<file path="src/rtl/sdm_pkg.sv">
package sdm_pkg;

    // Fixed widths and constants of the magic number method.
    localparam int WordBits  = 32;
    localparam int ShiftBits = 5;
    localparam int PBits     = 6;
    localparam logic [WordBits-1:0] TwoPow31 = 32'h8000_0000;
    localparam logic [PBits-1:0]    BaseP    = 6'd31;
    localparam logic [PBits-1:0]    PLimit   = 6'd63;

    // Controller states, one-hot.
    typedef enum logic [5:0] {
        ST_IDLE   = 6'b000001,
        ST_SETUP  = 6'b000010,
        ST_INIT   = 6'b000100,
        ST_DIV    = 6'b001000,
        ST_SAVE   = 6'b010000,
        ST_LOOP   = 6'b100000
    } sdm_state_t;

    // Which of the three divisions the shared divider is running.
    typedef enum logic [1:0] {
        SEL_MOD = 2'd0,
        SEL_Q1  = 2'd1,
        SEL_Q2  = 2'd2
    } sdm_div_sel_t;

    // Commands from the controller to the datapath.
    typedef struct packed {
        logic         load;
        logic         div_init;
        logic         div_step;
        logic         div_save;
        sdm_div_sel_t sel;
        logic         iter;
        logic         out_load;
    } sdm_cmd_t;

    // Status from the datapath to the controller.
    typedef struct packed {
        logic unsup;
        logic loop_done;
        logic out_free;
    } sdm_status_t;

endpackage

</file>
<file path="src/rtl/sdm_if.sv">
// Request channel: one signed divisor per request.
interface sdm_in_if;
    logic               valid;
    logic               ready;
    logic signed [31:0] divisor;

    modport source (output valid, output divisor, input ready);
    modport sink   (input valid, input divisor, output ready);
endinterface

// Result channel: magic multiplier, shift count and the unsupported flag.
interface sdm_out_if;
    logic               valid;
    logic               ready;
    logic signed [31:0] multiplier;
    logic [4:0]         shift_count;
    logic               unsupported;

    modport source (output valid, output multiplier, output shift_count,
                    output unsupported, input ready);
    modport sink   (input valid, input multiplier, input shift_count,
                    input unsupported, output ready);
endinterface

</file>
<file path="src/rtl/sdm_ctrl.sv">
module sdm_ctrl (
    input  logic                clk,
    input  logic                rst_n,
    input  logic                in_valid,
    output logic                in_ready,
    input  sdm_pkg::sdm_status_t status,
    output sdm_pkg::sdm_cmd_t    cmd
);
    import sdm_pkg::*;

    localparam logic [ShiftBits-1:0] DivLast = ShiftBits'(WordBits - 1);

    sdm_state_t             state_reg, state_next;
    sdm_div_sel_t           sel_reg, sel_next;
    logic [ShiftBits-1:0]   cnt_reg, cnt_next;

    // State, division select and step counter.
    always_ff @(posedge clk or negedge rst_n)
    begin
        if (!rst_n)
        begin
            state_reg <= ST_IDLE;
            sel_reg   <= SEL_MOD;
            cnt_reg   <= '0;
        end
        else
        begin
            state_reg <= state_next;
            sel_reg   <= sel_next;
            cnt_reg   <= cnt_next;
        end
    end

    assign in_ready = (state_reg == ST_IDLE);

    // Next state and commands.
    always_comb
    begin
        state_next = state_reg;
        sel_next   = sel_reg;
        cnt_next   = cnt_reg;
        cmd        = '0;
        cmd.sel    = sel_reg;
        case (state_reg)
            ST_IDLE:
            begin
                if (in_valid)
                begin
                    cmd.load   = 1'b1;
                    state_next = ST_SETUP;
                end
            end
            ST_SETUP:
            begin
                sel_next = SEL_MOD;
                if (!status.unsup)
                begin
                    state_next = ST_INIT;
                end
                else if (status.out_free)
                begin
                    cmd.out_load = 1'b1;
                    state_next   = ST_IDLE;
                end
            end
            ST_INIT:
            begin
                cmd.div_init = 1'b1;
                cnt_next     = '0;
                state_next   = ST_DIV;
            end
            ST_DIV:
            begin
                cmd.div_step = 1'b1;
                cnt_next     = cnt_reg + 1'b1;
                if (cnt_reg == DivLast)
                begin
                    state_next = ST_SAVE;
                end
            end
            ST_SAVE:
            begin
                cmd.div_save = 1'b1;
                case (sel_reg)
                    SEL_MOD:
                    begin
                        sel_next   = SEL_Q1;
                        state_next = ST_INIT;
                    end
                    SEL_Q1:
                    begin
                        sel_next   = SEL_Q2;
                        state_next = ST_INIT;
                    end
                    default:
                    begin
                        state_next = ST_LOOP;
                    end
                endcase
            end
            ST_LOOP:
            begin
                // Double and reduce until delta is met or p reaches its limit, then hand off the result.
                if (!status.loop_done)
                begin
                    cmd.iter = 1'b1;
                end
                else if (status.out_free)
                begin
                    cmd.out_load = 1'b1;
                    state_next   = ST_IDLE;
                end
            end
            default:
            begin
                state_next = ST_IDLE;
            end
        endcase
    end

endmodule

</file>
<file path="src/rtl/sdm_datapath.sv">
module sdm_datapath (
    input  logic                 clk,
    input  logic                 rst_n,
    input  logic signed [31:0]   divisor,
    input  sdm_pkg::sdm_cmd_t    cmd,
    output sdm_pkg::sdm_status_t status,
    output logic                 out_valid,
    input  logic                 out_ready,
    output logic signed [31:0]   multiplier,
    output logic [4:0]           shift_count,
    output logic                 unsupported
);
    import sdm_pkg::*;

    logic                 neg_reg;
    logic [WordBits-1:0]  ad_reg;
    logic                 unsup_reg;
    logic [WordBits-1:0]  anc_reg;
    logic [WordBits-1:0]  q1_reg, r1_reg, q2_reg, r2_reg;
    logic [PBits-1:0]     p_reg;
    logic                 done_reg;

    logic [WordBits-1:0]  n_reg, d_reg, rem_reg, quo_reg;

    logic                 out_valid_reg;
    logic signed [31:0]   mult_reg;
    logic [4:0]           shift_reg;
    logic                 unsup_out_reg;

    logic [WordBits-1:0]  du;
    logic [WordBits-1:0]  ad_in;
    logic [WordBits-1:0]  t_val;
    logic [WordBits:0]    trial;
    logic                 trial_ge;
    logic [WordBits-1:0]  q1_next, r1_next, q2_next, r2_next;
    logic [WordBits-1:0]  delta;
    logic [PBits-1:0]     p_next;
    logic                 keep_going;
    logic [WordBits-1:0]  m_pos;
    logic                 out_free;

    // Magnitude of the incoming divisor.
    assign du    = divisor;
    assign ad_in = du[WordBits-1] ? (~du + 1'b1) : du;
    assign t_val = TwoPow31 | {{(WordBits-1){1'b0}}, neg_reg};

    // One restoring division step.
    assign trial    = {rem_reg, n_reg[WordBits-1]};
    assign trial_ge = (trial >= {1'b0, d_reg});

    // One doubling iteration on both quotient and remainder pairs.
    always_comb
    begin
        q1_next = {q1_reg[WordBits-2:0], 1'b0};
        r1_next = {r1_reg[WordBits-2:0], 1'b0};
        if (r1_next >= anc_reg)
        begin
            q1_next = q1_next + 1'b1;
            r1_next = r1_next - anc_reg;
        end
        q2_next = {q2_reg[WordBits-2:0], 1'b0};
        r2_next = {r2_reg[WordBits-2:0], 1'b0};
        if (r2_next >= ad_reg)
        begin
            q2_next = q2_next + 1'b1;
            r2_next = r2_next - ad_reg;
        end
        delta      = ad_reg - r2_next;
        p_next     = p_reg + 1'b1;
        keep_going = (q1_next < delta) || ((q1_next == delta) && (r1_next == '0));
    end

    // Captured divisor and the working registers of the method.
    always_ff @(posedge clk)
    begin
        if (cmd.load)
        begin
            neg_reg   <= du[WordBits-1];
            ad_reg    <= ad_in;
            unsup_reg <= (ad_in < 32'd2);
        end
        if (cmd.div_init)
        begin
            rem_reg <= '0;
            quo_reg <= '0;
            case (cmd.sel)
                SEL_MOD:
                begin
                    n_reg <= t_val;
                    d_reg <= ad_reg;
                end
                SEL_Q1:
                begin
                    n_reg <= TwoPow31;
                    d_reg <= anc_reg;
                end
                default:
                begin
                    n_reg <= TwoPow31;
                    d_reg <= ad_reg;
                end
            endcase
        end
        else if (cmd.div_step)
        begin
            n_reg   <= {n_reg[WordBits-2:0], 1'b0};
            quo_reg <= {quo_reg[WordBits-2:0], trial_ge};
            rem_reg <= trial_ge ? WordBits'(trial - {1'b0, d_reg})
                                : trial[WordBits-1:0];
        end
        if (cmd.div_save)
        begin
            case (cmd.sel)
                SEL_MOD:
                begin
                    anc_reg <= t_val - 1'b1 - rem_reg;
                end
                SEL_Q1:
                begin
                    q1_reg <= quo_reg;
                    r1_reg <= rem_reg;
                end
                default:
                begin
                    q2_reg <= quo_reg;
                    r2_reg <= rem_reg;
                    p_reg  <= BaseP;
                end
            endcase
        end
        else if (cmd.iter)
        begin
            q1_reg <= q1_next;
            r1_reg <= r1_next;
            q2_reg <= q2_next;
            r2_reg <= r2_next;
            p_reg  <= p_next;
        end
    end

    // Loop exit flag, cleared whenever a division result is stored.
    always_ff @(posedge clk or negedge rst_n)
    begin
        if (!rst_n)
        begin
            done_reg <= 1'b0;
        end
        else if (cmd.div_save)
        begin
            done_reg <= 1'b0;
        end
        else if (cmd.iter)
        begin
            done_reg <= !keep_going || (p_next >= PLimit);
        end
    end

    // Result register; it frees the worker side while a result waits.
    assign out_free = !out_valid_reg || out_ready;
    assign m_pos    = q2_reg + 1'b1;

    always_ff @(posedge clk or negedge rst_n)
    begin
        if (!rst_n)
        begin
            out_valid_reg <= 1'b0;
        end
        else if (cmd.out_load)
        begin
            out_valid_reg <= 1'b1;
        end
        else if (out_ready)
        begin
            out_valid_reg <= 1'b0;
        end
    end

    always_ff @(posedge clk)
    begin
        if (cmd.out_load)
        begin
            unsup_out_reg <= unsup_reg;
            if (unsup_reg)
            begin
                mult_reg  <= '0;
                shift_reg <= '0;
            end
            else
            begin
                mult_reg  <= neg_reg ? (~m_pos + 1'b1) : m_pos;
                shift_reg <= p_reg[ShiftBits-1:0];
            end
        end
    end

    assign status.unsup     = unsup_reg;
    assign status.loop_done = done_reg;
    assign status.out_free  = out_free;

    assign out_valid   = out_valid_reg;
    assign multiplier  = mult_reg;
    assign shift_count = shift_reg;
    assign unsupported = unsup_out_reg;

endmodule

</file>
<file path="src/rtl/signed_div_magic_number.sv">
// Channel  Modport  Fields                                      Role
// req      sink     divisor[31:0] signed                        divisor request
// rsp      source   multiplier[31:0] signed, shift_count[4:0],  magic number result
//                   unsupported
//
// One request at a time; a supported divisor's result can first be taken after
// setup, three divisions on one shared divider, k = 1 to 32 doubling iterations,
// result load and hand-over. Divisors -1, 0 and 1 skip the divisions and the loop;
// their result is loaded straight from setup. A held result lets the next request
// in; a later result stalls in the controller until the output register is free.
// rst_n is asynchronous and active low and clears the controller and valid flags.
module signed_div_magic_number (
    input  logic     clk,
    input  logic     rst_n,
    sdm_in_if.sink   req,
    sdm_out_if.source rsp
);
    import sdm_pkg::*;

    sdm_cmd_t    cmd;
    sdm_status_t status;

    // Sequencer for the divisions and the doubling loop.
    sdm_ctrl u_ctrl (
        .clk      (clk),
        .rst_n    (rst_n),
        .in_valid (req.valid),
        .in_ready (req.ready),
        .status   (status),
        .cmd      (cmd)
    );

    // Divider, doubling unit and result register.
    sdm_datapath u_datapath (
        .clk         (clk),
        .rst_n       (rst_n),
        .divisor     (req.divisor),
        .cmd         (cmd),
        .status      (status),
        .out_valid   (rsp.valid),
        .out_ready   (rsp.ready),
        .multiplier  (rsp.multiplier),
        .shift_count (rsp.shift_count),
        .unsupported (rsp.unsupported)
    );

endmodule

</file>
<file path="src/flat_wrapper.sv">
// flat-port wrapper written by rule: the top's interface ports become plain ports
module signed_div_magic_number_flat import sdm_pkg::*;
  (clk, rst_n, req_valid, req_divisor, req_ready, rsp_valid, rsp_multiplier, rsp_shift_count, rsp_unsupported, rsp_ready);
  sdm_in_if req_i ();
  sdm_out_if rsp_i ();
  input  logic clk;
  input  logic rst_n;
  input wire logic [$bits(req_i.valid)-1:0] req_valid;
  input wire logic [$bits(req_i.divisor)-1:0] req_divisor;
  output wire logic [$bits(req_i.ready)-1:0] req_ready;
  output wire logic [$bits(rsp_i.valid)-1:0] rsp_valid;
  output wire logic [$bits(rsp_i.multiplier)-1:0] rsp_multiplier;
  output wire logic [$bits(rsp_i.shift_count)-1:0] rsp_shift_count;
  output wire logic [$bits(rsp_i.unsupported)-1:0] rsp_unsupported;
  input wire logic [$bits(rsp_i.ready)-1:0] rsp_ready;
  assign req_i.valid = req_valid;
  assign req_i.divisor = req_divisor;
  assign req_ready = req_i.ready;
  assign rsp_valid = rsp_i.valid;
  assign rsp_multiplier = rsp_i.multiplier;
  assign rsp_shift_count = rsp_i.shift_count;
  assign rsp_unsupported = rsp_i.unsupported;
  assign rsp_i.ready = rsp_ready;
  signed_div_magic_number u_core (.clk(clk), .rst_n(rst_n), .req(req_i), .rsp(rsp_i));
endmodule
</file>
<file path="config.mk">
export PLATFORM = sky130hd
export DESIGN_NAME = signed_div_magic_number_flat
export DESIGN_NICKNAME = d
export VERILOG_FILES = /design/src/rtl/sdm_pkg.sv /design/src/rtl/sdm_if.sv /design/src/rtl/sdm_ctrl.sv /design/src/rtl/sdm_datapath.sv /design/src/rtl/signed_div_magic_number.sv /design/src/flat_wrapper.sv
export SDC_FILE = /design/constraint.sdc
export NUM_CORES = 1
export LEC_CHECK = 0
export ABC_CLOCK_PERIOD_IN_PS = 6560
export BUFFER_PORTS_ARGS = -buffer_cell sky130_fd_sc_hd__buf_2
export CORE_ASPECT_RATIO = 0.8
export CORE_MARGIN = 2
export CORE_UTILIZATION = 35
export DETAILED_ROUTE_END_ITERATION = 8
export PLACE_DENSITY_LB_ADDON = 0.15
export SLEW_MARGIN = 5
export SYNTH_ARGS = -nofsm -noshare
export SYNTH_HDL_FRONTEND = slang
export SYNTH_SLANG_ARGS = --single-unit
</file>
<file path="constraint.sdc">
create_clock -name clk -period 6.56 [get_ports clk]
set_clock_uncertainty 0.1 [all_clocks]
set_input_delay 0.328 -clock clk [delete_from_list [all_inputs] [get_ports clk]]
set_output_delay 0.328 -clock clk [all_outputs]
set_load 0.01 [all_outputs]
</file>
# After elaboration in Yosys (flattened, before gate mapping)
# Cells that the tools add are included.
word_totals:
  output_inout_bits: 40
  word_cells: 127
  in_bits: 36
  reg_bits: 378
classes:
  n_reduce_logical: 19
  n_addsub: 13
  order_cmp: 6
  n_eq_ne: 15
  muxes: 51
  bitwise_logic: 2
ops:
  columns: ["operator", "n"]
  rows:
  - ["32-bit 2-to-1 mux", 13]
  - ["31-bit 2-to-1 mux", 9]
  - ["32-bit by 1-bit adder with 32-bit output, second input constant", 5]
  - ["32-bit subtractor", 5]
  - ["32-bit greater-or-equal comparator", 2]
  - ["32-bit inverter", 2]
  - ["6-bit 2-to-1 mux", 9]
  - ["6-bit case mux with 6 select lines", 1]
  - ["33-bit by 32-bit greater-or-equal comparator with 1-bit output", 1]
  - ["32-bit equality test", 1]
  - ["32-bit logical NOT", 1]
  - ["32-bit by 2-bit less-than comparator with 1-bit output, second input constant", 1]
  - ["32-bit less-than comparator", 1]
  - ["32-bit by 1-bit subtractor with 32-bit output, second input constant", 1]
  - ["1-bit 2-to-1 mux", 15]
  - ["2-bit inequality test, second input constant", 5]
  - ["5-bit case mux with 2 select lines", 1]
  - ["2-bit nonzero test", 5]
  - ["2-bit case mux with 2 select lines", 2]
  - ["2-bit AND reduction", 4]
  - ["6-bit by 1-bit adder with 6-bit output, second input constant", 1]
  - ["6-bit by 1-bit equality test with 1-bit output, second input constant", 1]
  - ["6-bit by 2-bit equality test with 1-bit output, second input constant", 1]
  - ["6-bit by 3-bit equality test with 1-bit output, second input constant", 1]
  - ["15 further kinds", 18]

# Logic depth before layout (Yosys ltp)
# Gate-level depths: netlist of the first run.
logic_depth:
  depth_word: 10
  depth_mapped: 41
  mapped_depth_nobuf: 40

# Modules after synthesis
# Synthesis of the first run repeated with hierarchy kept, for this count alone.
unflattened:
  hier_cells: 2818
  hier_area_um2: 25786.0
modules_own_cells:
  columns: ["mod", "instances", "seq_area_each_um2", "cells_per_inst", "area_per_inst_um2"]
  rows:
  - ["sdm_datapath", 1, 10309.9, 2725, 24953.9]
  - ["sdm_ctrl", 1, 326.6, 93, 832.0]

# Worst setup path before layout of the first run
# No wires, ideal clock.
synth_timing:
  kind: "reg-to-reg"
  from: "reg u_core.u_datapath.ad_reg[1]"
  to: "reg u_core.u_datapath.done_reg"
  setup_ps: 141
  slack_ps: -70
  n_path_buf: 1
  required_ps: 6319
  arrival_time_ps: 6390
  path_stages_with_launch: 37
  synth_period_minus_slack_ps: 6630
  path_cell_list: "edfxtp_1 inv_1 ha_1 nor2b_1 o2111a_1 or4b_2 a31o_2 a21o_1 a21oi_1 o21bai_1 a21o_1 a21oi_1 xor2_1 nor2_1 a21oi_1 ha_1 clkbuf_1 a21o_1 a21o_1 a21oi_1 nor2_1 a211oi_1 o21ai_0 a21oi_1 nor2b_1 o21ai_0 nand2b_1 a21oi_1 o41ai_1 xnor2_1 ha_1 nand4_1 nor4_1 nand4_1 nor4b_1 and4_1 a41oi_1"
synth_between:
  elab_chain_len: 10
  elab_cells_between_ends: 12
  classes_between: "2 x add/sub; 2 x order compare; 1 x eq/ne; 3 x mux; 4 x reduce/logical"
synth_lines:
  columns: ["item", "line_no", "text"]
  rows:
  - ["start, declared", "sdm_datapath.sv:16", "logic [WordBits-1:0] ad_reg;"]
  - ["start signal, assigned", "sdm_datapath.sv:79", "ad_reg <= ad_in;"]
  - ["32-bit subtractor or 32-bit greater-or-equal comparator (tied branches)", "sdm_datapath.sv:66, sdm_datapath.sv:63", null]
  - ["32-bit 2-to-1 mux", "sdm_datapath.sv:63", "if (r2_next >= ad_reg)"]
  - ["32-bit subtractor *", "sdm_datapath.sv:68", "delta = ad_reg - r2_next;"]
  - ["branches (longest 2 deep; another with 32-bit less-than comparator)", null, null]
  - ["1-bit logical OR *", "sdm_datapath.sv:70", "keep_going = (q1_next < delta) || ((q1_next == delta) && (r1_next == '0));"]
  - ["1-bit logical NOT *", "sdm_datapath.sv:154", "done_reg <= !keep_going || (p_next >= PLimit);"]
  - ["1-bit logical OR *", "sdm_datapath.sv:154", null]
  - ["1-bit 2-to-1 mux *", "sdm_datapath.sv:152", "else if (cmd.iter)"]
  - ["1-bit 2-to-1 mux *", "sdm_datapath.sv:148", "else if (cmd.div_save)"]
  - ["end signal, assigned", "sdm_datapath.sv:154", null]
  - ["end, declared", "sdm_datapath.sv:21", "logic done_reg;"]
# Mark *: on every way between the ends. The select of a mux whose other input is x is not followed.
# A chain may end at the register's enable or synchronous reset.

# Final worst setup path of the first run
layout_timing:
  from: "reg u_core.u_datapath.r2_reg[0]"
  to: "reg u_core.u_datapath.done_reg"
layout_between:
  elab_chain_len: 10
  elab_cells_between_ends: 12
  classes_between: "2 x add/sub; 2 x order compare; 1 x eq/ne; 3 x mux; 4 x reduce/logical"
layout_lines:
  columns: ["item", "line_no", "text"]
  rows:
  - ["start, declared", "sdm_datapath.sv:19", "logic [WordBits-1:0] q1_reg, r1_reg, q2_reg, r2_reg;"]
  - ["start signal, assigned", "sdm_datapath.sv:126", "r2_reg <= rem_reg;"]
  - ["start signal, assigned", "sdm_datapath.sv:136", "r2_reg <= r2_next;"]
  - ["32-bit subtractor or 32-bit greater-or-equal comparator (tied branches)", "sdm_datapath.sv:66, sdm_datapath.sv:63", null]
  - ["32-bit 2-to-1 mux *", "sdm_datapath.sv:63", null]
  - ["32-bit subtractor *", "sdm_datapath.sv:68", null]
  - ["branches (longest 2 deep; another with 32-bit less-than comparator)", null, null]
  - ["1-bit logical OR *", "sdm_datapath.sv:70", null]
  - ["1-bit logical NOT *", "sdm_datapath.sv:154", null]
  - ["1-bit logical OR *", "sdm_datapath.sv:154", null]
  - ["1-bit 2-to-1 mux *", "sdm_datapath.sv:152", null]
  - ["1-bit 2-to-1 mux *", "sdm_datapath.sv:148", null]
# Marked as above.

==> results.txt, run 1 <==
The run finished, with violations left. The checks that failed: negative setup slack. The area of the core is 0.0706 mm^2. The source-to-sink clock delay at the later pin of the worst-skew pair is 0.58 ns. The overall fraction of global-route tracks in use is 0.203.

For the pin with the worst max-slew slack, the measured transition is 1.14 ns. For this configuration, the core starts out at a cell density of 0.355. The estimated wirelength of the detail-placed design is 56.8 mm.

Counting flops with a built-in enable in the synthesized netlist gives 299. The first global-routing pass estimated 117 mm of wire. The per-cell via count in the routed design came out at 5.34. The post-synth design cell area is 0.0251 mm^2. The clock transition at the register clock pins on the worst setup and hold paths after CTS is 0.06 ns. The global-route congestion overflow total is 0.

The most used cell along the critical path is sky130_fd_sc_hd__a21oi_2. The area growth from synthesis to final layout came out at 18.3%. The final RePlAce weighted congestion came out at 0.898.

Summing all placed instances gives a cell area of 0.0277 mm^2. The aggregate negative setup slack is -0.0459 ns. In this design, the largest share of critical-path delay is due to compound AO/OA/AOI/OAI gates. The cell count after synthesis is 2,724. The die extent in y came out at 243 um. For this run, asynchronously set or reset flops after synthesis account for 0.0397. The post-detailed-routing wire length came out at 74.8 mm. The share of the clock period used by the worst path after layout is 1.01. The tightest min-delay check is of the in2reg type. TritonCTS built the clock tree. The number of antenna violations at the first check in global routing came out at 2. STA classifies the critical path startpoint as a register.

The count of H-tree levels built during CTS is 2. Setup repair after global routing could not meet its margin everywhere. Max-cap violations in this run came to 0. The final number of max-transition violations is 0.

The number of nets with antenna violations after detailed routing is 0. The final critical delay including setup and external delays came out at 6.61 ns. The endpoint arrival time on the critical path came out at 6.92 ns. Cell internal power was estimated by the tool at 6.08 mW.

Measured against its own limit, the worst slew margin works out to 0.235. The kind of end point of the critical path is a register. In the synthesized netlist the dominant register cell turns out to be sky130_fd_sc_hd__edfxtp_1.

Across the VDD grid, the largest voltage drop is 184 uV. The count of state elements after synthesis is 378. The highest cell delay on the worst timing path is 0.52 ns. The repair_antennas step left the layout with diodes totalling 0. The maximum count of clock buffers along a single path is 3. The final worst hold slack is 0.0408 ns. The area enclosed by the die boundary is 0.0738 mm^2. The pin count of the biggest net entering global routing is 153. The final worst-path setup slack is -0.0459 ns. Dividing total power by cell area gives a power density of 310 mW/mm^2. The tree is rooted in a sky130_fd_sc_hd__clkbuf_16.

The via count of the first global-routing pass is 20.3k. The critical path in this run is classified as reg2reg. The switching power summed over all nets is 3.12 mW. The maximum fanout encountered on the critical timing path came out at 3. The number of endpoints failing setup at the final stage came out at 1. Static timing analysis puts the maximum clock frequency at 0.151 GHz. The average routed wire per standard cell is 19.1 um. The number of input and output port buffers inserted came out at 75. Of the total power, the share spent switching nets is 0.340. The total via count in the routed design came out at 20.9k.

The number of nets in the final layout came out at 3,149. The critical path buffer and inverter count is 0. Of the total power, the clock network draws 0.292. The final core utilization came out at 0.420.

The first routing iteration left 1,810 violations. The final hold violation count came out at 0. The required arrival time at the worst endpoint is 6.87 ns. The TritonCTS buffer count is 45.

The slowest stage of the critical path is the sky130_fd_sc_hd__or4b_4 cell. The number of primary I/O pins is 76. The chip width came out at 303 um. The sequential share of the synthesized area is 0.424. The average instance in the mapped netlist occupies 9.20 um^2. The TritonCTS sink count is 378. The count of different cell masters after synthesis came out at 95.

The combinational share of power came out at 0.395. The ratio of cells with drive above 1 in the final layout is 0.150. The analysis attributes to cell leakage a power of 12.3 nW. The post-route cell area came out at 0.0297 mm^2. The warning count from the yosys run is 0. The post-route DRC violation count is 0. In this run the core area contains 87 standard-cell rows. The sequential share of power is 0.313. The pre-antenna-repair detailed-routing pass consisted of 5 iterations.

The synthesized net count is 2,926.
==> worst paths after layout <==
kind / slack (ns) / depth (start not counted) / to / from
max reg2reg: -0.05 / 34 / u_core.u_datapath.done_reg / u_core.u_datapath.r2_reg[0]
max in group asynchronous: 5.95 / 2 / u_core.u_ctrl.state_reg[0] / rst_n
min reg2reg: 0.38 / 1 / u_core.u_datapath.quo_reg[31] / u_core.u_datapath.quo_reg[31]
min in group asynchronous: 0.09 / 2 / u_core.u_ctrl.cnt_reg[3] / rst_n
min: 0.04 / 2 / u_core.u_datapath.ad_reg[2] / req_divisor[2]
max: -0.05 / 34 / u_core.u_datapath.done_reg / u_core.u_datapath.r2_reg[0]
==> worst reg2reg max path: cells and delay by family (launching register included) <==
family,cells,cell delay (ns)
compound gates,18,2.91
simple gates,11,1.84
fa+ha+maj,3,0.83
flops,1,0.44
xor+xnor,2,0.30
==> layout by cell type, fill, tap and decap left out, types with 43 or more instances in the layout <==
cell	count
sky130_fd_sc_hd__ha_1	162
sky130_fd_sc_hd__buf_4	214
sky130_fd_sc_hd__o21ai_0	185
sky130_fd_sc_hd__buf_2	75
sky130_fd_sc_hd__inv_1	148
sky130_fd_sc_hd__dfxtp_1	64
sky130_fd_sc_hd__xor2_1	82
sky130_fd_sc_hd__clkbuf_16	47
sky130_fd_sc_hd__nand2_1	347
sky130_fd_sc_hd__a21o_1	67
sky130_fd_sc_hd__nor2_1	191
sky130_fd_sc_hd__xnor2_1	152
sky130_fd_sc_hd__edfxtp_1	299
sky130_fd_sc_hd__and2_1	45
sky130_fd_sc_hd__nor3_1	43
sky130_fd_sc_hd__a21oi_1	223
==> cell usage after synthesis, types with 28 or more instances <==
cell | instances | area [um^2]
sky130_fd_sc_hd__xor2_1 | 82 | 718
sky130_fd_sc_hd__xnor2_1 | 152 | 1330
sky130_fd_sc_hd__ha_1 | 163 | 2040
sky130_fd_sc_hd__and3_1 | 29 | 181
sky130_fd_sc_hd__nand2_1 | 347 | 1300
sky130_fd_sc_hd__a21o_1 | 68 | 510
sky130_fd_sc_hd__clkbuf_1 | 96 | 360
sky130_fd_sc_hd__nand2b_1 | 42 | 263
sky130_fd_sc_hd__nor2_1 | 192 | 721
sky130_fd_sc_hd__nand4_1 | 34 | 213
sky130_fd_sc_hd__a21oi_1 | 236 | 1180
sky130_fd_sc_hd__inv_1 | 149 | 559
sky130_fd_sc_hd__a22o_1 | 35 | 307
sky130_fd_sc_hd__nor4_1 | 28 | 175
sky130_fd_sc_hd__nand3_1 | 43 | 215
sky130_fd_sc_hd__o21ai_0 | 196 | 981
sky130_fd_sc_hd__edfxtp_1 | 299 | 8980
sky130_fd_sc_hd__dfxtp_1 | 64 | 1280
sky130_fd_sc_hd__and2_1 | 46 | 288
sky130_fd_sc_hd__nor2b_1 | 30 | 188
sky130_fd_sc_hd__nor3_1 | 45 | 225
==> layer usage <==
metal	part of all wire	routed length (um)	global-route usage
met5	0.00015	11	0
met4	0.020	1530	0.0465
met3	0.059	4410	0.0312
met2	0.40	30200	0.290
met1	0.52	38600	0.317
==> power by group through the flow <==
stage / clock network [mW] / logic [mW] / registers [mW]
after detailed placement: 0 / 3.47 / 2.93
after CTS: 2.76 / 3.56 / 2.88
after global placement: 0 / 3.45 / 2.93
final: 2.68 / 3.63 / 2.88
after floorplan: 0 / 2.13 / 2.93
after global routing: 2.84 / 4.06 / 2.90
==> through the flow <==
step / std cells / power (mW) / setup WS (ns)
finish: 3918 / 9.20 / -0.0459
global route: 3918 / 9.80 / -0.459
CTS: 3918 / 9.21 / -0.114
detailed placement: 3819 / 6.40 / -0.586
floorplan: 2724 / 5.06 / 0.0919
global placement: 3819 / 6.38 / -0.440
==> repair_timing <==
| item | in CTS | in global routing |
|---|---|---|
| endpoints found under the setup margin | 1 | 1 |
| buffers inserted | 10 | 0 |
| endpoints found under the hold margin | 19 | 0 |
| gates resized for setup | 31 | 25 |
| hold buffers | 5 | 0 |
| pin swaps | 33 | 25 |
==> area by class of cell <==
class                   instances  area, um^2
fillers                      6953       41000
multi-input cells            2077       13700
flip-flops and latches        378       10600
repair buffers                296        2060
clock buffers                  62        1290
well taps                     934        1170
inverters                     149         559
clock inverters                22         279
==> kinds of logic (layout without fill, tap and decap cells) <==
family,after synthesis,after routing,share of synthesized area
AOI/OAI and AO/OA,725,725,0.179
xor gates and xnor gates,234,234,0.0818
adders and majority gates,168,168,0.0845
buffers and inverters,269,529,0.0417
DFF,378,378,0.424
muxes,32,32,0.0130
other,1,1,0.000150
and+or+nand+nor,917,917,0.176
(Power assumes the default switching activity.)
==> run 2: changes to the inputs <==
Settings changed: ABC_AREA set to 1.
==> results.txt, run 2 <==
The cell row count came out at 91 (+4.6%). The fraction of post-synthesis cell area in the top cell type by area is 0.331 (-0.0274). The total placed instance area was 0.0288 mm^2 (+3.8%). The die extent in y came out at 253 um (+4.0%).

The number of input and output port buffers inserted is 75 (unchanged). The maximum fanout encountered on the critical timing path came out at 5 (+2). The TritonCTS sink count is 378 (unchanged). The sequential share of power came out at 0.303 (-0.010). The final worst-path setup slack is 0.471 ns (+0.516 ns). The share of the clock period used by the worst path after layout came out at 0.928 (-0.0787). The TritonCTS buffer count is 44 (-2.2%). The post-detailed-routing wire length was 88.3 mm (+18%). The required arrival time at the worst endpoint came out at 6.92 ns (+0.05 ns). The source-to-sink clock delay at the later pin of the worst-skew pair is 0.58 ns (about the same). The remaining max-slew budget at the tightest pin is 0.238 (+0.00319). The final critical delay including setup and external delays came out at 6.09 ns (-0.516 ns). The warning count from the yosys run is 0 (unchanged).

The overall fraction of global-route tracks in use is 0.220 (+0.0171). The post-route cell area came to 0.0303 mm^2 (+2.2%). Leaving out fill and tap cells, the most frequent cell in the layout is sky130_fd_sc_hd__nand2_1. The post-synthesis average cell area is 7.41 um^2 (-19%). The internal power came out at 6.38 mW (+5.0%).

The clock group share of total power is 0.225 (-0.067). The average routed wire per standard cell was 18.4 um (-3.6%). The worst voltage drop across the vdd grid is 213 uV (+16%). Of all cell types, the one taking the most synthesized area is sky130_fd_sc_hd__edfxtp_1. The clock tree root driver cell is sky130_fd_sc_hd__clkbuf_16. The cell count after synthesis is 3,662 (+34%). The slowest stage of the critical path is the sky130_fd_sc_hd__edfxtp_1 cell. The number of cells in the design after placement came out at 4,710 (+23%). The worst slack after detailed placement was 0.484 ns (+1.07 ns). The global-route congestion overflow total came out at 0 (unchanged). The power density normalized to cell area was 373 mW/mm^2 (+20%). The setup fix buffers added after clock tree synthesis is 0 (-10). The critical path class is reg2reg. The fraction of synthesis flops using an asynchronous set or reset pin is 0.0397 (unchanged).

The count of state elements after synthesis came to 378 (unchanged). The worst reg-to-reg setup slack is 0.47 ns (+0.52 ns). The combinational share of power came out at 0.472 (+0.077).

The family of cells with the greatest summed delay on the critical path is simple AND/OR/NAND/NOR gates. The pin count of the biggest net entering global routing came out at 90 (-41%). The final core utilization was 0.394 (-0.0259). The highest cell delay on the worst timing path is 0.46 ns (-0.06 ns).

The clock tree from TritonCTS is yes. The synthesized net count came to 3,864 (+32%). The kind of end point of the critical path is a register. The area of the core is 0.0770 mm^2 (+8.9%). The final number of max-transition violations is 0 (unchanged).

The number of max-cap violations came to 0 (unchanged). The via count of the first global-routing pass is 22.4k (+10%). The final hold violation count is 0 (unchanged).

The global-route wire length before repair is 135 mm (+15%). The most used cell along the critical path is sky130_fd_sc_hd__nand2_1. The non-filler instance count after layout came out at 4,800 (+23%).

The maximum count of clock buffers along a single path came out at 3 (unchanged). The number of nets in the final layout came out at 3,941 (+25%). The aggregate negative setup slack is 0 ns (+0.0459 ns). The number of endpoints failing setup at the final stage is 0 (-1). The final RePlAce weighted congestion came to 1.00 (+12%). The DRC marker count from the first detailed-route iteration is 2,209 (+22%). Leaving out fill and tap cells, the most frequent cells in the layout are sky130_fd_sc_hd__nand2_1, sky130_fd_sc_hd__inv_1, sky130_fd_sc_hd__edfxtp_1. The initial core utilization was 0.353 (-0.00218).

The fmax is 0.164 GHz (+8.5%). The register area was 0.0106 mm^2 (unchanged). The number of flops mapped to enable cells by yosys is 299 (unchanged). The total via count in the routed design came out at 24.2k (+16%). The count of different cell masters after synthesis came out at 62 (-35%). The endpoint arrival time on the critical path was 6.45 ns (-0.47 ns). The number of detailed-route iterations in the first pass is 7 (+2). In the post-synthesis netlist, the biggest area contributors are sky130_fd_sc_hd__edfxtp_1, sky130_fd_sc_hd__nand2_1, sky130_fd_sc_hd__inv_1. The class of the most critical hold timing path is in2reg.

The estimated wirelength of the detail-placed design was 70.1 mm (+23%). The final worst hold slack came out at 0.0483 ns (+0.00756 ns). Setup repair after global routing left no endpoint under its margin.

The sequential share of the synthesized area is 0.392 (-0.0324). The per-cell via count in the routed design came to 5.05 (-5.5%). The most repeated cell in the gate-level netlist after synthesis is sky130_fd_sc_hd__nand2_1. The slew at the pin closest to its max-slew limit came out at 1.13 ns (-0.00474 ns).

The number of antenna violations at the first check in global routing is 2 (unchanged). The number of filler instances in the final layout came to 8,175 (+18%). The switching part of the total power was 0.435 (+0.0954). The most common flop cell mapped by yosys is sky130_fd_sc_hd__edfxtp_1. The ratio of cells with drive above 1 in the final layout came out at 0.0641 (-0.0864). The clock transition at the register clock pins on the worst setup and hold paths after CTS came out at 0.06 ns (about the same). The critical path buffer and inverter count is 2 (+2).

The overall power after layout came out at 11.3 mW (+23%). The commonest cells after synthesis are sky130_fd_sc_hd__nand2_1, sky130_fd_sc_hd__inv_1, sky130_fd_sc_hd__edfxtp_1. The sort of element at the start of the critical path is a register. The switching power summed over all nets is 4.91 mW (+57%). The area growth from synthesis to final layout is 11.7%. The count of H-tree levels built during CTS came out at 2 (unchanged). The leakage power total is 14.2 nW (+15%). The flow ran to the end, and the final reports show no timing, DRC or antenna violations. The post-synth design cell area was 0.0271 mm^2 (+8.3%).

The number of primary I/O pins came out at 76 (unchanged). The chip width came out at 315 um (+4.0%). The number of nets with antenna violations after detailed routing came out at 0 (unchanged). The area enclosed by the die boundary is 0.0798 mm^2 (+8.2%). The post-route DRC violation count came out at 0 (unchanged). The area taken by multi-input logic gates was 0.0141 mm^2 (+3.3%).
run 2: layout make-up:
| class | count | share of cell area |
|---|---|---|
| multi-input combinational | 2626 | 0.465 |
| sequential | 378 | 0.351 |
| inverter | 584 | 0.0723 |
| clock buffer | 65 | 0.0430 |
| tap | 1023 | 0.0422 |
| timing repair buffer | 105 | 0.0207 |
| clock inverter | 17 | 0.00549 |
| antenna | 2 | 0.000165 |
run 2: routing by layer:
layer | vias to the layer above | track usage | part of all wire
met1 | 11200 | 0.351 | 0.52
li1 | 12200 | - | -
met5 | - | 0 | 0
met2 | 798 | 0.292 | 0.37
met4 | 0 | 0.0394 | 0.016
met3 | 86 | 0.0581 | 0.093
run 2: path summary, 6_finish.rpt:
kind                                               startpoint                             to  depth (start not counted)
worst min-delay path                          req_divisor[11]   u_core.u_datapath.ad_reg[11]                          2
max in group asynchronous                               rst_n     u_core.u_ctrl.state_reg[0]                          2
worst max register to register    u_core.u_datapath.ad_reg[7]     u_core.u_datapath.done_reg                         33
worst max-delay path              u_core.u_datapath.ad_reg[7]     u_core.u_datapath.done_reg                         33
min in group asynchronous                               rst_n     u_core.u_ctrl.state_reg[1]                          2
worst min register to register  u_core.u_datapath.quo_reg[25]  u_core.u_datapath.quo_reg[25]                          2
run 2: power groups by stage:
stage          registers, mW  clock network [mW]  logic (mW)
6_report                3.43                2.54        5.33
3_5_place_dp            3.47                   0        5.20
2_1_floorplan           3.35                   0        3.75
4_1_cts                 3.42                2.60        5.25
3_3_place_gp            3.47                   0        5.25
5_1_grt                 3.47                2.69        6.03
run 2: timing repair:
action / in CTS / in global routing
endpoints found under the hold margin: 21 / 0
hold buffers: 6 / 0
resized for setup: 0 / 4
setup endpoints to repair: 0 / 1
run 2: cells by family after synthesis:
family	Yosys count	synth area share
AO/OA/AOI/OAI	572	0.116
adder cells (fa/ha/maj)	166	0.0773
XOR/XNOR	159	0.0519
other	1	0.000138
flip-flops	378	0.392
AND/OR/NAND/NOR	1728	0.271
buffers and inverters	658	0.0915
==> run 3: changes to the inputs <==
Settings changed: CAP_MARGIN set to 15, GPL_TIMING_DRIVEN set to 0.
==> results.txt, run 3 (synthesis gave the netlist of run 2 again) <==
The TritonCTS buffer count came out at 46 (+4.5%). The TritonCTS sink count is 378 (unchanged). The overall fraction of global-route tracks in use came out at 0.237 (+0.0173). The worst voltage drop across the vdd grid came out at 184 uV (-13%). The number of endpoints failing setup at the final stage is 0 (unchanged). The library cell used most frequently in the layout, excluding fill and tap cells, is sky130_fd_sc_hd__nand2_1. The register area was 0.0106 mm^2 (unchanged).

The number of max-cap violations is 0 (unchanged). The share of the clock period used by the worst path after layout is 0.948 (+0.0195). The source-to-sink clock delay at the later pin of the worst-skew pair is 0.61 ns (+0.03 ns).

The final number of max-transition violations came out at 0 (unchanged). The DRC marker count from the first detailed-route iteration came to 2,729 (+24%). The per-cell via count in the routed design was 5.12 (+1.4%).

The critical path is of the reg2reg type. The pin count of the biggest net entering global routing came to 35 (-61%). The initial core utilization is 0.353 (unchanged). The worst slack after detailed placement was -0.992 ns (-1.48 ns). The final worst-path setup slack is 0.342 ns (-0.128 ns). The kind of end point of the critical path is a register. The ratio of cells with drive above 1 in the final layout is 0.0813 (+0.0172). The clock transition at the register clock pins on the worst setup and hold paths after CTS is 0.06 ns (about the same). The final hold violation count came to 0 (unchanged). The number of nets in the final layout came out at 4,052 (+2.8%). The number of filler instances in the final layout is 8,129 (-0.56%).

The run finished with clean final reports. The maximum count of clock buffers along a single path is 3 (unchanged). The required arrival time at the worst endpoint came out at 6.95 ns (+0.03 ns). The final worst hold slack was 0.0277 ns (-0.0207 ns). The remaining max-slew budget at the tightest pin came to 0.153 (-0.0846).

The slew at the pin closest to its max-slew limit is 1.27 ns (+0.137 ns). The endpoint arrival time on the critical path is 6.60 ns (+0.15 ns). The min-delay analysis places its worst path in the category in2reg.

The estimated wirelength of the detail-placed design is 76.9 mm (+9.6%). The post-detailed-routing wire length is 95.8 mm (+8.5%). The number of nets with antenna violations after detailed routing is 0 (unchanged). The via count of the first global-routing pass is 23.1k (+3.1%).

The post-route DRC violation count is 0 (unchanged). The number of antenna violations at the first check in global routing is 3 (+1). The area growth from synthesis to final layout is 15.1%. The count of H-tree levels built during CTS came out at 2 (unchanged). The tree is rooted in a sky130_fd_sc_hd__clkbuf_16.

The chip width came out at 315 um (unchanged). The area enclosed by the die boundary came out at 0.0798 mm^2 (unchanged). By instance count, the cell type seen most on the critical path is sky130_fd_sc_hd__nand2_1. The average routed wire per standard cell is 19.5 um (+6.0%). In the layout the commonest cells are sky130_fd_sc_hd__nand2_1, sky130_fd_sc_hd__inv_1, sky130_fd_sc_hd__edfxtp_1. The number of detailed-route iterations in the first pass is 6 (-1). The die extent in y is 253 um (unchanged). The highest cell delay on the worst timing path is 0.47 ns (about the same). The global-route wire length before repair came out at 143 mm (+6.0%).

The area of the core came to 0.0770 mm^2 (unchanged). The leakage power total came out at 14.6 nW (+2.8%). The final critical delay including setup and external delays is 6.22 ns (+0.128 ns). The slowest stage of the critical path belongs to the cell sky130_fd_sc_hd__edfxtp_1.

The number of input and output port buffers inserted is 75 (unchanged). The antenna diode instance count was 0 (-2). The power density normalized to cell area came out at 378 mW/mm^2 (+1.5%).

TritonCTS built the clock tree. The fmax was 0.161 GHz (-2.1%). The cell row count is 91 (unchanged). The maximum fanout encountered on the critical timing path came out at 10 (+5).

The area taken by multi-input logic gates came out at 0.0142 mm^2 (+0.72%). The worst setup path is launched from a register. The total via count in the routed design came out at 25.1k (+3.8%). The global-route congestion overflow total came out at 0 (unchanged). The number of primary I/O pins is 76 (unchanged). The final RePlAce weighted congestion was 0.929 (-7.4%).
-- run 3: per-layer routing --
metal	share of wire	track usage	vias up	routed length [um]
met3	0.10	0.0533	93	9630
li1	-	-	12400	-
met4	0.017	0.0474	2	1580
met5	0.00014	0	-	13
met1	0.51	0.383	11700	49000
met2	0.37	0.314	941	35600
-- run 3: area by class of cell --
cell class,count,area share
clock inverters,24,0.00909
clock buffers,62,0.0407
flip-flops and latches,378,0.340
inverters,584,0.0702
plain buffers,74,0.0101
multi-input cells,2626,0.455
well taps,1023,0.0410
repair buffers,140,0.0337
-- run 3: worst paths after layout --
check / start / slack [ns] / endpoint / cells past startpoint
max reg2reg: u_core.u_datapath.ad_reg[5] / 0.34 / u_core.u_datapath.done_reg / 31
min: req_divisor[12] / 0.03 / u_core.u_datapath.ad_reg[12] / 2
max: u_core.u_datapath.ad_reg[5] / 0.34 / u_core.u_datapath.done_reg / 31
max in group asynchronous: rst_n / 5.94 / u_core.u_ctrl.state_reg[0] / 2
min reg2reg: u_core.u_datapath.quo_reg[31] / 0.38 / u_core.u_datapath.quo_reg[31] / 2
min in group asynchronous: rst_n / 0.11 / u_core.u_datapath.out_valid / 2
-- run 3: stage by stage --
step           total power [mW]   util  instances  TNS (ns)  cell area, um^2
6_report                   11.8  0.406       4911         0            31200
5_1_grt                    12.7  0.406       4911   -0.0306            31200
4_1_cts                    11.5  0.402       4888         0            31000
3_5_place_dp               8.75  0.378       4771    -0.992            29100
3_3_place_gp               8.71  0.374       4760   -288.03            28800
2_1_floorplan              7.10      -       3662         0            27100
-- run 3: timing repair --
item	4_1_cts	5_1_grt
buffers inserted	13	23
endpoints found under the setup margin	1	1
resized for setup	15	47
hold endpoints to repair	33	0
hold buffers	18	0
gates cloned	0	0
pin swaps	0	9
-- run 3: where the power goes --
part / leakage (nW) / internal, mW / total (mW) / switching (mW)
logic: 10.4 / 1.98 / 5.71 / 3.73
registers: 3.43 / 3.08 / 3.46 / 0.385
clock network: 0.761 / 1.54 / 2.65 / 1.11
total: 14.6 / 6.59 / 11.8 / 5.23
-- run 3: worst max-delay path, delay by kind of cell, from the launching register on --
family | cells | cell delay, ns
compound gates | 1 | 0.17
fa+ha+maj | 3 | 1.02
flops | 1 | 0.47
buf+inv | 4 | 0.65
simple gates | 22 | 3.47
xor+xnor | 1 | 0.21
